## config.mk

```make
export PLATFORM = sky130hd
export DESIGN_NAME = hrd16_run_length_decoder
export DESIGN_NICKNAME = d
export VERILOG_FILES = /design/src/rtl/hrd16_pkg.sv /design/src/rtl/hrd16_run_length_decoder.sv
export SDC_FILE = /design/constraint.sdc
export NUM_CORES = 1
export LEC_CHECK = 0
export BUFFER_PORTS_ARGS = -buffer_cell sky130_fd_sc_hd__buf_2
export CORE_MARGIN = 5
export CORE_UTILIZATION = 30
export CTS_CLUSTER_DIAMETER = 200
export DETAILED_ROUTE_END_ITERATION = 10
export GPL_TIMING_DRIVEN = 0
export HOLD_SLACK_MARGIN = 0.12
export PLACE_DENSITY_LB_ADDON = 0.08
export SLEW_MARGIN = 20
export SYNTH_ARGS = -nofsm -noshare
export SYNTH_HDL_FRONTEND = slang
export SYNTH_SLANG_ARGS = --single-unit
```

## constraint.sdc

```tcl
create_clock -name clk -period 18.2 [get_ports clk]
set_clock_uncertainty 0.15 [all_clocks]
set_input_delay 3.64 -clock clk [delete_from_list [all_inputs] [get_ports clk]]
set_output_delay 3.64 -clock clk [all_outputs]
set_load 0.01 [all_outputs]
```

## src/rtl/hrd16_pkg.sv

```systemverilog
package hrd16_pkg;

  // Result kinds carried on the kind field.
  typedef logic [1:0] kind_t;

  localparam kind_t KIND_LITERAL  = 2'd0;
  localparam kind_t KIND_FILL     = 2'd1;
  localparam kind_t KIND_END      = 2'd2;
  localparam kind_t KIND_OVERFLOW = 2'd3;

  // Configuration register indexes.
  localparam logic CFG_MISSING_FLAG = 1'b0;
  localparam logic CFG_MAX_WORDS    = 1'b1;

  // Field widths fixed by the word format.
  localparam int unsigned WORD_W  = 16;
  localparam int unsigned RUN_W   = 15;
  localparam int unsigned TALLY_W = 13;

  // Code word that ends a ray, and the literal-run marker bit.
  localparam logic [WORD_W-1:0] END_CODE = 16'h0001;
  localparam int unsigned LITERAL_BIT = 15;

  // Register reset values.
  localparam logic [WORD_W-1:0]  MISSING_FLAG_RESET = 16'h8000;
  localparam logic [TALLY_W-1:0] MAX_WORDS_RESET    = 13'd4096;

endpackage

```

## src/rtl/hrd16_run_length_decoder.sv

```systemverilog
// Channel   Direction  Handshake            Payload
// src       in         src_valid/src_stall  word, first
// res       out        res_valid/res_stall  kind, value, run_length, total_words, last_fill_len
// cfg       in         cfg_we               cfg_index, cfg_data
//
// Each accepted word is decoded in the cycle it is accepted, and its result, if any,
// appears in the result register on the next cycle: one word per cycle unless the
// source is stalled, with a single decode step between the ray state and the result register.
// A synchronous active-high reset clears the ray state and the result valid flag
// and restores the configuration registers to their defaults.
// The source side is stalled only while a result waits in the result register and
// the sink stalls it; otherwise a new transfer is taken every cycle.
module hrd16_run_length_decoder
  import hrd16_pkg::*;
#(
  parameter int unsigned MAX_GATES_PER_RAY = 4096
) (
  input  logic                      clk,
  input  logic                      rst,
  // Compressed word stream.
  input  logic                      src_valid,
  output logic                      src_stall,
  input  logic [WORD_W-1:0]         word,
  input  logic                      first,
  // Decoded results.
  output logic                      res_valid,
  input  logic                      res_stall,
  output kind_t                     kind,
  output logic signed [WORD_W-1:0]  value,
  output logic [RUN_W-1:0]          run_length,
  output logic [TALLY_W-1:0]        total_words,
  output logic [RUN_W-1:0]          last_fill_len,
  // Configuration writes.
  input  logic                      cfg_we,
  input  logic                      cfg_index,
  input  logic [WORD_W-1:0]         cfg_data
);

  // The sum of a tally and a run length needs one bit more than the run length.
  localparam int unsigned SUM_W = RUN_W + 1;
  localparam logic [SUM_W-1:0] GATE_CAP = SUM_W'(MAX_GATES_PER_RAY);

  // Configuration registers.
  logic [WORD_W-1:0]  missing_flag;
  logic [TALLY_W-1:0] max_words;

  // Ray state.
  logic               in_literals;
  logic [RUN_W-1:0]   literals_left;
  logic [TALLY_W-1:0] word_tally;
  logic               ray_stopped;
  logic [RUN_W-1:0]   last_empty_run;

  logic               in_literals_next;
  logic [RUN_W-1:0]   literals_left_next;
  logic [TALLY_W-1:0] word_tally_next;
  logic               ray_stopped_next;
  logic [RUN_W-1:0]   last_empty_run_next;

  // Result of the current word.
  logic               emit;
  kind_t              kind_next;
  logic [WORD_W-1:0]  value_next;
  logic [RUN_W-1:0]   run_length_next;

  // State as seen by the current word, after a new-ray clear.
  logic               cur_in_literals;
  logic [RUN_W-1:0]   cur_literals_left;
  logic [TALLY_W-1:0] cur_word_tally;
  logic               cur_ray_stopped;
  logic [RUN_W-1:0]   cur_last_empty_run;

  logic [RUN_W-1:0]   run_n;
  logic [SUM_W-1:0]   tally_sum;
  logic [SUM_W-1:0]   limit;
  logic               accept;

  // A held result blocks the source only while the sink is stalling it.
  assign src_stall = res_valid & res_stall;
  assign accept    = src_valid & ~src_stall;

  assign run_n     = word[RUN_W-1:0];
  assign tally_sum = SUM_W'(cur_word_tally) + SUM_W'(run_n);
  // The gate limit is the smaller of the register and the build-time cap.
  assign limit     = (SUM_W'(max_words) < GATE_CAP) ? SUM_W'(max_words) : GATE_CAP;

  always_comb begin
    // A first word starts a new ray even in the middle of a literal run.
    cur_in_literals    = first ? 1'b0 : in_literals;
    cur_literals_left  = first ? '0 : literals_left;
    cur_word_tally     = first ? '0 : word_tally;
    cur_ray_stopped    = first ? 1'b0 : ray_stopped;
    cur_last_empty_run = first ? '0 : last_empty_run;

    in_literals_next    = cur_in_literals;
    literals_left_next  = cur_literals_left;
    word_tally_next     = cur_word_tally;
    ray_stopped_next    = cur_ray_stopped;
    last_empty_run_next = cur_last_empty_run;

    emit            = 1'b0;
    kind_next       = KIND_LITERAL;
    value_next      = '0;
    run_length_next = '0;

    if (cur_ray_stopped) begin
      // Words after an end or overflow are dropped until the next ray.
      emit = 1'b0;
    end else if (cur_in_literals) begin
      emit               = 1'b1;
      kind_next          = KIND_LITERAL;
      value_next         = word;
      run_length_next    = RUN_W'(1);
      literals_left_next = cur_literals_left - RUN_W'(1);
      if (literals_left_next == '0) begin
        in_literals_next = 1'b0;
      end
    end else if (word == END_CODE) begin
      emit             = 1'b1;
      kind_next        = KIND_END;
      ray_stopped_next = 1'b1;
    end else if (tally_sum > limit) begin
      emit             = 1'b1;
      kind_next        = KIND_OVERFLOW;
      run_length_next  = run_n;
      ray_stopped_next = 1'b1;
    end else begin
      // The limit never exceeds the tally's range, so the sum fits.
      word_tally_next = tally_sum[TALLY_W-1:0];
      if (word[LITERAL_BIT]) begin
        // A data code: the literal words follow, no result for the code itself.
        last_empty_run_next = '0;
        if (run_n != '0) begin
          in_literals_next   = 1'b1;
          literals_left_next = run_n;
        end
      end else begin
        last_empty_run_next = run_n;
        emit                = 1'b1;
        kind_next           = KIND_FILL;
        value_next          = missing_flag;
        run_length_next     = run_n;
      end
    end
  end

  always_ff @(posedge clk) begin
    if (rst) begin
      missing_flag <= MISSING_FLAG_RESET;
      max_words    <= MAX_WORDS_RESET;
    end else if (cfg_we) begin
      case (cfg_index)
        CFG_MISSING_FLAG: missing_flag <= cfg_data;
        CFG_MAX_WORDS:    max_words    <= cfg_data[TALLY_W-1:0];
        default:          missing_flag <= missing_flag;
      endcase
    end
  end

  always_ff @(posedge clk) begin
    if (rst) begin
      in_literals    <= 1'b0;
      literals_left  <= '0;
      word_tally     <= '0;
      ray_stopped    <= 1'b0;
      last_empty_run <= '0;
    end else if (accept) begin
      in_literals    <= in_literals_next;
      literals_left  <= literals_left_next;
      word_tally     <= word_tally_next;
      ray_stopped    <= ray_stopped_next;
      last_empty_run <= last_empty_run_next;
    end
  end

  // Result register: loaded by a word that gives a result, emptied when the sink
  // takes the transfer. A load can only happen when the register is free or being taken.
  always_ff @(posedge clk) begin
    if (rst) begin
      res_valid <= 1'b0;
    end else if (accept && emit) begin
      res_valid <= 1'b1;
    end else if (!res_stall) begin
      res_valid <= 1'b0;
    end
  end

  always_ff @(posedge clk) begin
    if (accept && emit) begin
      kind          <= kind_next;
      value         <= value_next;
      run_length    <= run_length_next;
      total_words   <= word_tally_next;
      last_fill_len <= last_empty_run_next;
    end
  end

endmodule

```

==> impl_metrics.env, run 1 <==
export IMPL_ys_types=66
export IMPL_cp_num_buf_inv=5
export IMPL_drc=0
export IMPL_clk_transition_reported_paths_ns=0.07
export IMPL_rsz0062_at_grt="false"
export IMPL_antenna_found_initial=2
export IMPL_grt_pass1_wl_um=37500
export IMPL_synth_area_per_cell_um2=9.42
export IMPL_slew_viol_final=0
export IMPL_power_density_mw_per_mm2=96.4
export IMPL_synthXorXnorAreaFrac=0.0171
export IMPL_cap_violations=0
export IMPL_yosysSeqAreaShare=0.466
export IMPL_slowest_delay_ns=0.63
export IMPL_critical_path_cell_chain="buf_2, buf_2, inv_1, clkbuf_1, nand2_1, fa_1, nand2b_1, a211oi_4, o21a_1, o21a_1, o41ai_1, xnor2_1, ha_1, a21oi_1, o211ai_1, o31ai_1, nand4_2, nor2_4, nor2_1, buf_2, a22o_1"
export IMPL_synth_enable_flop_cells=61
export IMPL_areaGrowthSynthToFinish_pct=22.4
export IMPL_gr_total_overflow=0
export IMPL_die_h_um=164
export IMPL_place_gp_congestion=0.907
export IMPL_port_buffers=98
export IMPL_post_dp_hpwl_um=18100
export IMPL_cp_data_arrival_time_ns=9.54
export IMPL_final_cell_mix="nand2_1 (109), buf_2 (107), dfxtp_1 (75), a21oi_1 (71), edfxtp_1 (61)"
export IMPL_rows=56
export IMPL_cp_end_kind="flip-flop"
export IMPL_min_path_type="reg2reg"
export IMPL_critPathLaunchType="input pin"
export IMPL_io_pins=102
export IMPL_synth_compound_area_frac=0.206
export IMPL_die_area_mm2=0.0271
export IMPL_final_common_cell="nand2_1"
export IMPL_finalSetupViolCount=0
export IMPL_finalWorstSetupSlack_ns=8.69
export IMPL_p_leak_nw=3.39
export IMPL_synth_seq_cells=136
export IMPL_drive_gt1_frac=0.197
export IMPL_required_ns=18.23
export IMPL_yosys_warnings=0
export IMPL_drtIter0Drc=440
export IMPL_clock_latency_ns=0.43
export IMPL_firstDrtPassIters=5
export IMPL_crit_family="compound AO/OA/AOI/OAI gates"
export IMPL_vias_per_cell=5.07
export IMPL_synthSimpleGateAreaFrac=0.189
export IMPL_cts_root_buf="clkbuf_16"
export IMPL_via_count=6158
export IMPL_nets=949
export IMPL_status="finished, final reports clean"
export IMPL_fillerInstances=2456
export IMPL_period_share=0.522
export IMPL_synth_top_family_by_area="compound AO/OA/AOI/OAI gates"
export IMPL_cp_max_fo=10
export IMPL_ir_drop_mv=0.0408
export IMPL_grtUsageTotal=0.184
export IMPL_syn_nets=828
export IMPL_synthArstFlopShare=0
export IMPL_cts_tree="built"
export IMPL_hold_viol_final=0
export IMPL_core_mm2=0.0235
export IMPL_timing_fmax_ghz=0.105
export IMPL_worstMarginPinSlew_ns=1.00
export IMPL_worst_path_max_delay_cell="o31ai_1"
export IMPL_cts_resized=0
export IMPL_ant_nets=0
export IMPL_synth_flop_cell="dfxtp_1"
export IMPL_htreeDepth=4
export IMPL_cts_sinks=136
export IMPL_die_w_um=164
export IMPL_wl_um=24700
export IMPL_fin_util=0.373
export IMPL_syn_area_mm2=0.00716
export IMPL_critical_path_class="in2reg"
export IMPL_synth_fa_ha_area_frac=0.0517
export IMPL_syn_inst=760
export IMPL_cts_setup_buffers=0
export IMPL_clk_path_buf_depth=2
export IMPL_grt_max_degree=19
export IMPL_synth_mux_area_frac=0.0316
export IMPL_fin_setup_tns_ns=0
export IMPL_slew_headroom=0.313
export IMPL_place_ws_ns=8.22
export IMPL_routedWlPerCell_um=20.4
export IMPL_cpMostUsedCell="buf_2"
export IMPL_start_util=0.305
export IMPL_cts_hold_buf=0
export IMPL_grt_pass1_vias=6076
export IMPL_period_needed_ns=9.51
export IMPL_numCtsBuffers=17
where the power goes:
group | internal (mW) | leakage, nW | switching [mW]
logic | 0.0442 | 1.87 | 0.0825
clock network | 0.220 | 0.301 | 0.153
registers | 0.338 | 1.22 | 0.00662
flip-flops by register name (all words and copies together), names as in the netlist:
signal / count
total_words: 13
last_fill_len: 15
word_tally: 13
kind: 2
missing_flag: 16
in_literals: 1
ray_stopped: 1
literals_left: 15
value: 16
res_valid: 1
run_length: 15
last_empty_run: 15
max_words: 13
metrics by stage:
step                      instance area [um2]  hold WS, ns  std cells  total power [mW]
after global routing                     8760        0.320       1213             0.881
final                                    8760        0.302       1214             0.845
after floorplan                          7160        0.268        760             0.426
after detailed placement                 8150        0.291       1181             0.478
after global placement                   8050        0.277       1177             0.477
after CTS                                8760        0.308       1213             0.853
cell type report:
type	count	area (um2)	share of cell area
diodes	1	2.50	0.000286
plain buffers	46	210	0.0240
clock buffers	18	429	0.0490
clock inverters	14	185	0.0211
inverters	19	71.3	0.00814
multi-input cells	559	3560	0.406
flip-flops and latches	136	3330	0.380
well taps	319	399	0.0456
repair buffers	102	576	0.0657
final timing paths:
path,start,to,slack (ns),cells past startpoint
min,last_empty_run[14],last_empty_run[14],0.30,1
max,first,last_fill_len[0],8.69,21
max reg2reg,word_tally[0],last_fill_len[0],12.57,19
min reg2reg,last_empty_run[14],last_empty_run[14],0.30,1
cell usage after synthesis (18+ instances only):
library cell	n	area share
o21ai_0	18	0.013
ha_1	28	0.049
a21oi_1	72	0.050
inv_1	19	0.010
nand3_1	20	0.014
edfxtp_1	61	0.26
a22o_1	43	0.053
nand2_1	109	0.057
nor2b_1	20	0.017
nor2_1	53	0.028
dfxtp_1	75	0.21
clkbuf_1	32	0.017
cells by family after synthesis:
kind of cell    after synthesis
xor+xnor                     14
fa+ha+maj                    29
mux                          21
flops                       136
compound gates              211
buf+inv                      65
simple gates                284
layer usage:
layer,part of all wire,vias to the layer above,global-route usage
met5,0,-,0
met4,0.018,0,0.0529
met3,0.056,27,0.0357
met2,0.43,177,0.273
met1,0.50,2924,0.273
li1,-,3030,-
Note: power is estimated with default switching activity, not from simulation.
==> inputs of run 2 (changes only) <==
--- a/config.mk
+++ b/config.mk
@@ -5,6 +5,7 @@
 export SDC_FILE = /design/constraint.sdc
 export NUM_CORES = 1
 export LEC_CHECK = 0
+export ABC_AREA = 1
 export BUFFER_PORTS_ARGS = -buffer_cell sky130_fd_sc_hd__buf_2
 export CORE_MARGIN = 5
 export CORE_UTILIZATION = 30
==> constraint.sdc (replaced) <==
create_clock -name clk -period 8.82 [get_ports clk]
set_clock_uncertainty 0.15 [all_clocks]
set_input_delay 1.764 -clock clk [delete_from_list [all_inputs] [get_ports clk]]
set_output_delay 1.764 -clock clk [all_outputs]
set_load 0.01 [all_outputs]
==> impl_metrics.env, run 2 <==
export IMPL_clk_transition_reported_paths_ns=0.07
export IMPL_slowest_delay_ns=0.63
export IMPL_die_h_um=170
export IMPL_swShare=0.326
export IMPL_cp_end_kind="flip-flop"
export IMPL_clk_path_buf_depth=2
export IMPL_min_path_type="reg2reg"
export IMPL_p_seq_frac=0.401
export IMPL_status="finished, final reports clean"
export IMPL_fin_area_mm2=0.00922
export IMPL_synthArstFlopShare=0
export IMPL_period_needed_ns=6.78
export IMPL_grt_pass1_wl_um=40800
export IMPL_power_total_mw=1.86
export IMPL_required_ns=8.79
export IMPL_switchingPower_mw=0.606
export IMPL_numCtsBuffers=17
export IMPL_diodes=0
export IMPL_via_count=7164
export IMPL_p_leak_nw=4.37
export IMPL_yosysSeqAreaShare=0.432
export IMPL_synth_most_common_cell="nand2_1"
export IMPL_syn_inst=1041
export IMPL_drc=0
export IMPL_yosys_area_top_type="edfxtp_1"
export IMPL_die_w_um=170
export IMPL_fin_util=0.365
export IMPL_synthTopCellsByArea="edfxtp_1 (24%), dfxtp_1 (19%), nand2_1 (10%)"
export IMPL_synth_flop_cell="dfxtp_1"
export IMPL_areaGrowthSynthToFinish_pct=19.6
export IMPL_routedWlPerCell_um=17.6
export IMPL_hold_viol_final=0
export IMPL_core_mm2=0.0253
export IMPL_die_area_mm2=0.0290
export IMPL_cts_sinks=136
export IMPL_vias_per_cell=4.77
export IMPL_drtIter0Drc=557
export IMPL_antenna_found_initial=0
export IMPL_ir_drop_mv=0.0999
export IMPL_rsz0062_at_grt="false"
export IMPL_synth_commonest_cells="nand2_1 (213), nor2_1 (152), inv_1 (145), nand3_1 (76), dfxtp_1 (75)"
export IMPL_cts_hold_buf=0
export IMPL_clock_latency_ns=0.43
export IMPL_worstMarginPinSlew_ns=0.786
export IMPL_fillerInstances=2764
export IMPL_cts_resized=0
export IMPL_port_buffers=99
export IMPL_syn_nets=1109
export IMPL_top_regs="missing_flag: 16 flops, value: 16 flops"
export IMPL_firstDrtPassIters=5
export IMPL_syn_area_mm2=0.00771
export IMPL_io_pins=102
export IMPL_power_density_mw_per_mm2=201
export IMPL_seq_area_mm2=0.00333
export IMPL_cts_root_buf="clkbuf_16"
export IMPL_multi_input_area_mm2=0.00360
export IMPL_r2r_start="word_tally[0]"
export IMPL_slew_viol_final=0
export IMPL_final_cell_mix="nand2_1 (213), nor2_1 (152), inv_1 (144), buf_2 (102), nand3_1 (76)"
export IMPL_drive_gt1_frac=0.164
export IMPL_grtUsageTotal=0.186
export IMPL_ys_types=40
export IMPL_final_common_cell="nand2_1"
export IMPL_ant_nets=0
export IMPL_dpl_cell_area_mm2=0.00864
export IMPL_synth_enable_flop_cells=61
export IMPL_synth_area_per_cell_um2=7.41
export IMPL_synth_seq_cells=136
export IMPL_cts_setup_buffers=0
export IMPL_startpoint="first"
export IMPL_synth_top_area_frac=0.237
export IMPL_grt_max_degree=32
export IMPL_rows=58
export IMPL_p_int_mw=1.25
export IMPL_cpMostUsedCell="nand3_1"
export IMPL_slew_headroom=0.476
export IMPL_critical_path_cell_chain="buf_2, buf_2, buf_1, clkbuf_1, nor2_1, ha_1, nand2_1, nor2_1, nand2_1, nand3_2, inv_1, o21bai_1, a31oi_1, xnor2_1, ha_1, nand3_1, nor2_2, nand3_1, nand3_2, nand2_4, nand3_1, nand3_1, inv_4, buf_12"
export IMPL_gr_total_overflow=0
export IMPL_nets=1228
export IMPL_period_share=0.769
export IMPL_grt_pass1_vias=6963
export IMPL_start_util=0.305
export IMPL_cts_tree="built"
export IMPL_combPwrFrac=0.213
export IMPL_min_delay_start="missing_flag[15]"
export IMPL_finalSetupViolCount=0
export IMPL_cp_max_fo=31
export IMPL_critPathLaunchType="input pin"
export IMPL_wl_um=26500
export IMPL_cp_data_arrival_time_ns=6.75
export IMPL_yosys_warnings=0
export IMPL_worst_path_max_delay_cell="buf_1"
export IMPL_post_dp_hpwl_um=19500
export IMPL_fin_setup_tns_ns=0
export IMPL_critical_path_class="in2reg"
export IMPL_cap_violations=0
export IMPL_p_clk_frac=0.387
export IMPL_htreeDepth=4
export IMPL_place_gp_congestion=0.859
export IMPL_timing_fmax_ghz=0.147
[run 2: cell types whose count changed after synthesis, sizes merged, moves of 43 or more]
| cell | delta |
|---|---|
| nor2 | +97 |
| inv | +131 |
| nand2 | +119 |
| a22o | -43 |
| nand3 | +76 |
| o21ai | +44 |
[run 2: kinds of logic after synthesis]
group	synth area share
AO/OA/AOI/OAI	0.103
buffers and inverters	0.102
flip-flops	0.432
adder cells (fa/ha/maj)	0.0480
XOR/XNOR	0.0216
AND/OR/NAND/NOR	0.294
[run 2: critical path: cells and delay by family]
| kind | cells | cell delay (ns) |
|---|---|---|
| xor+xnor | 1 | 0.38 |
| fa+ha+maj | 2 | 0.60 |
| buf+inv | 7 | 2.28 |
| compound gates | 2 | 0.34 |
| simple gates | 12 | 1.34 |
[run 2: worst paths after layout]
check / to / slack, ns / cells past startpoint
worst max register to register: total_words[4] / 4.41 / 22
worst min-delay path: missing_flag[15] / 0.32 / 2
worst max-delay path: total_words[4] / 2.04 / 24
worst min register to register: missing_flag[15] / 0.32 / 2
[run 2: per-stage QoR]
| stage | worst slack [ns] | std cells | hold slack [ns] |
|---|---|---|---|
| 6_report | 2.04 | 1503 | 0.323 |
| 3_5_place_dp | 1.57 | 1471 | 0.304 |
| 3_3_place_gp | 0.215 | 1470 | 0.301 |
| 4_1_cts | 2.02 | 1503 | 0.322 |
| 2_1_floorplan | 2.34 | 1041 | 0.280 |
| 5_1_grt | 1.57 | 1503 | 0.340 |
[run 2: power by group through the flow]
stage          Sequential, mW  Combinational [mW]  Clock [mW]
2_1_floorplan           0.772               0.238           0
3_3_place_gp            0.760               0.392           0
3_5_place_dp            0.757               0.395           0
4_1_cts                 0.745               0.397       0.736
5_1_grt                 0.750               0.445       0.765
6_report                0.744               0.395       0.718
[run 2: area by class of cell]
type / count / area share
Inverter: 151 / 0.0620
Clock inverter: 13 / 0.0111
Clock buffer: 19 / 0.0516
Tap cell: 330 / 0.0448
Buffer: 45 / 0.0232
Timing Repair Buffer: 100 / 0.0559
Sequential cell: 136 / 0.361
Multi-Input combinational cell: 709 / 0.390
[run 2: metal layers]
layer | vias to the layer above | global-route usage | wire, um
li1 | 3609 | - | -
met1 | 3303 | 0.275 | 13300
met2 | 218 | 0.275 | 11100
met3 | 32 | 0.0362 | 1700
met4 | 2 | 0.0514 | 405
met5 | - | 0.0117 | 45
==> inputs of run 3 (changes only) <==
==> constraint.sdc (replaced) <==
create_clock -name clk -period 5.8 [get_ports clk]
set_clock_uncertainty 0.15 [all_clocks]
set_input_delay 1.16 -clock clk [delete_from_list [all_inputs] [get_ports clk]]
set_output_delay 1.16 -clock clk [all_outputs]
set_load 0.01 [all_outputs]
==> impl_metrics.env, run 3 (synthesis results as in run 2) <==
export IMPL_status="finished, final reports clean"
export IMPL_grtUsageTotal=0.184
export IMPL_die_w_um=170
export IMPL_cts_setup_buffers=0
export IMPL_drive_gt1_frac=0.165
export IMPL_worstMarginPinSlew_ns=0.723
export IMPL_final_cell_mix="nand2_1 (213), nor2_1 (152), inv_1 (144), buf_2 (102), nand3_1 (76)"
export IMPL_ir_drop_mv=0.155
export IMPL_place_inst=1472
export IMPL_clk_path_buf_depth=2
export IMPL_ff2ff_setup_slack_ns=1.61
export IMPL_place_gp_congestion=0.882
export IMPL_rows=58
export IMPL_antenna_found_initial=0
export IMPL_start_util=0.305
export IMPL_hold_viol_final=0
export IMPL_numCtsBuffers=17
export IMPL_cp_data_arrival_time_ns=5.46
export IMPL_ant_nets=0
export IMPL_diodes=0
export IMPL_cp_end_kind="flip-flop"
export IMPL_min_path_type="reg2reg"
export IMPL_finalWorstSetupSlack_ns=0.464
export IMPL_holdPathStages=2
export IMPL_reg2regPathDepth=23
export IMPL_final_common_cell="nand2_1"
export IMPL_routedWlPerCell_um=17.6
export IMPL_drc=0
export IMPL_clk_transition_reported_paths_ns=0.07
export IMPL_htreeDepth=4
export IMPL_power_density_mw_per_mm2=308
export IMPL_die_h_um=170
export IMPL_hold_end="max_words[0]"
export IMPL_firstDrtPassIters=5
export IMPL_required_ns=5.92
export IMPL_p_leak_nw=4.37
export IMPL_cap_violations=0
export IMPL_core_mm2=0.0253
export IMPL_cts_root_buf="clkbuf_16"
export IMPL_grt_pass1_vias=6857
export IMPL_grt_pass1_wl_um=40400
export IMPL_min_delay_start="max_words[0]"
export IMPL_via_count=7150
export IMPL_wl_um=26400
export IMPL_slew_viol_final=0
export IMPL_gr_total_overflow=0
export IMPL_slew_headroom=0.518
export IMPL_place_ws_ns=-0.518
export IMPL_cts_sinks=136
export IMPL_cp_max_fo=19
export IMPL_drtIter0Drc=467
export IMPL_areaGrowthSynthToFinish_pct=19.8
export IMPL_critPathLaunchType="input pin"
export IMPL_fin_util=0.366
export IMPL_r2r_start="word_tally[0]"
export IMPL_port_buffers=99
export IMPL_finalSetupViolCount=0
export IMPL_regToRegEndpoint="value[0]"
export IMPL_top_regs="missing_flag: 16 flops, value: 16 flops"
export IMPL_period_needed_ns=5.34
export IMPL_fin_setup_tns_ns=0
export IMPL_critical_path_class="in2reg"
export IMPL_clock_latency_ns=0.43
export IMPL_timing_fmax_ghz=0.187
export IMPL_vias_per_cell=4.76
export IMPL_cts_tree="built"
export IMPL_grt_max_degree=33
export IMPL_post_dp_hpwl_um=19600
export IMPL_instances_no_fill=1503
export IMPL_nets=1228
export IMPL_die_area_mm2=0.0290
export IMPL_rsz0062_at_grt="false"
export IMPL_io_pins=102
export IMPL_period_share=0.920
[run 3: report_power, final]
part | leakage [nW] | switching [mW] | internal [mW]
registers | 1.21 | 0.0283 | 1.10
logic | 2.87 | 0.411 | 0.193
clock network | 0.290 | 0.499 | 0.610
[run 3: layout make-up]
cell class,instances,area (um2)
timing repair buffer,101,536
clock buffer,17,425
fill,2751,16000
tap,330,413
buffer,44,211
clock inverter,15,154
sequential,136,3330
inverter,151,573
multi-input combinational,709,3600
[run 3: per-stage QoR]
| stage | area, um2 | total power [mW] | hold WS, ns |
|---|---|---|---|
| 4_1_cts | 9250 | 2.87 | 0.317 |
| 6_report | 9240 | 2.84 | 0.320 |
| 3_3_place_gp | 8630 | 1.75 | 0.303 |
| 5_1_grt | 9240 | 2.99 | 0.349 |
| 3_5_place_dp | 8670 | 1.76 | 0.308 |
| 2_1_floorplan | 7720 | 1.54 | 0.280 |
[run 3: worst max-delay path by stage]
stage	from	endpoint	slack, ns	cells after the start
6_report	first	value[0]	0.46	25
4_1_cts	first	value[0]	0.15	26
5_1_grt	first	value[5]	0.14	25
2_1_floorplan	first	kind[0]	0.24	23
3_5_place_dp	first	value[0]	-0.52	25
3_3_place_gp	first	total_words[3]	-1.74	23
[run 3: routing by layer]
metal,GRT usage,wire length (um)
met3,0.0365,1660
met4,0.0559,559
met1,0.272,13200
met5,0,0
met2,0.270,11000
[run 3: worst max-delay path, stage by stage]
cell and delay (ns):
buf_2 0.11, buf_2 0.26, clkbuf_2 0.31, nor2_1 0.21, ha_1 0.23, inv_1 0.07, fa_1 0.43, inv_1 0.08
nand2_1 0.06, nand3_2 0.11, inv_1 0.05, o21bai_1 0.21, a31oi_1 0.14, xnor2_1 0.38, ha_1 0.31, nand3_1 0.09
nor2_2 0.05, nand2_1 0.07, nand3_2 0.09, nand2_4 0.15, nand3_2 0.14, inv_1 0.21, buf_4 0.25, nand3_1 0.11
a21oi_1 0.17
[run 3: what timing repair did]
item,CTS,global route
hold endpoints to repair,0,0
gates resized for setup,1,0
endpoints found under the setup margin,40,112
hold buffers,0,0
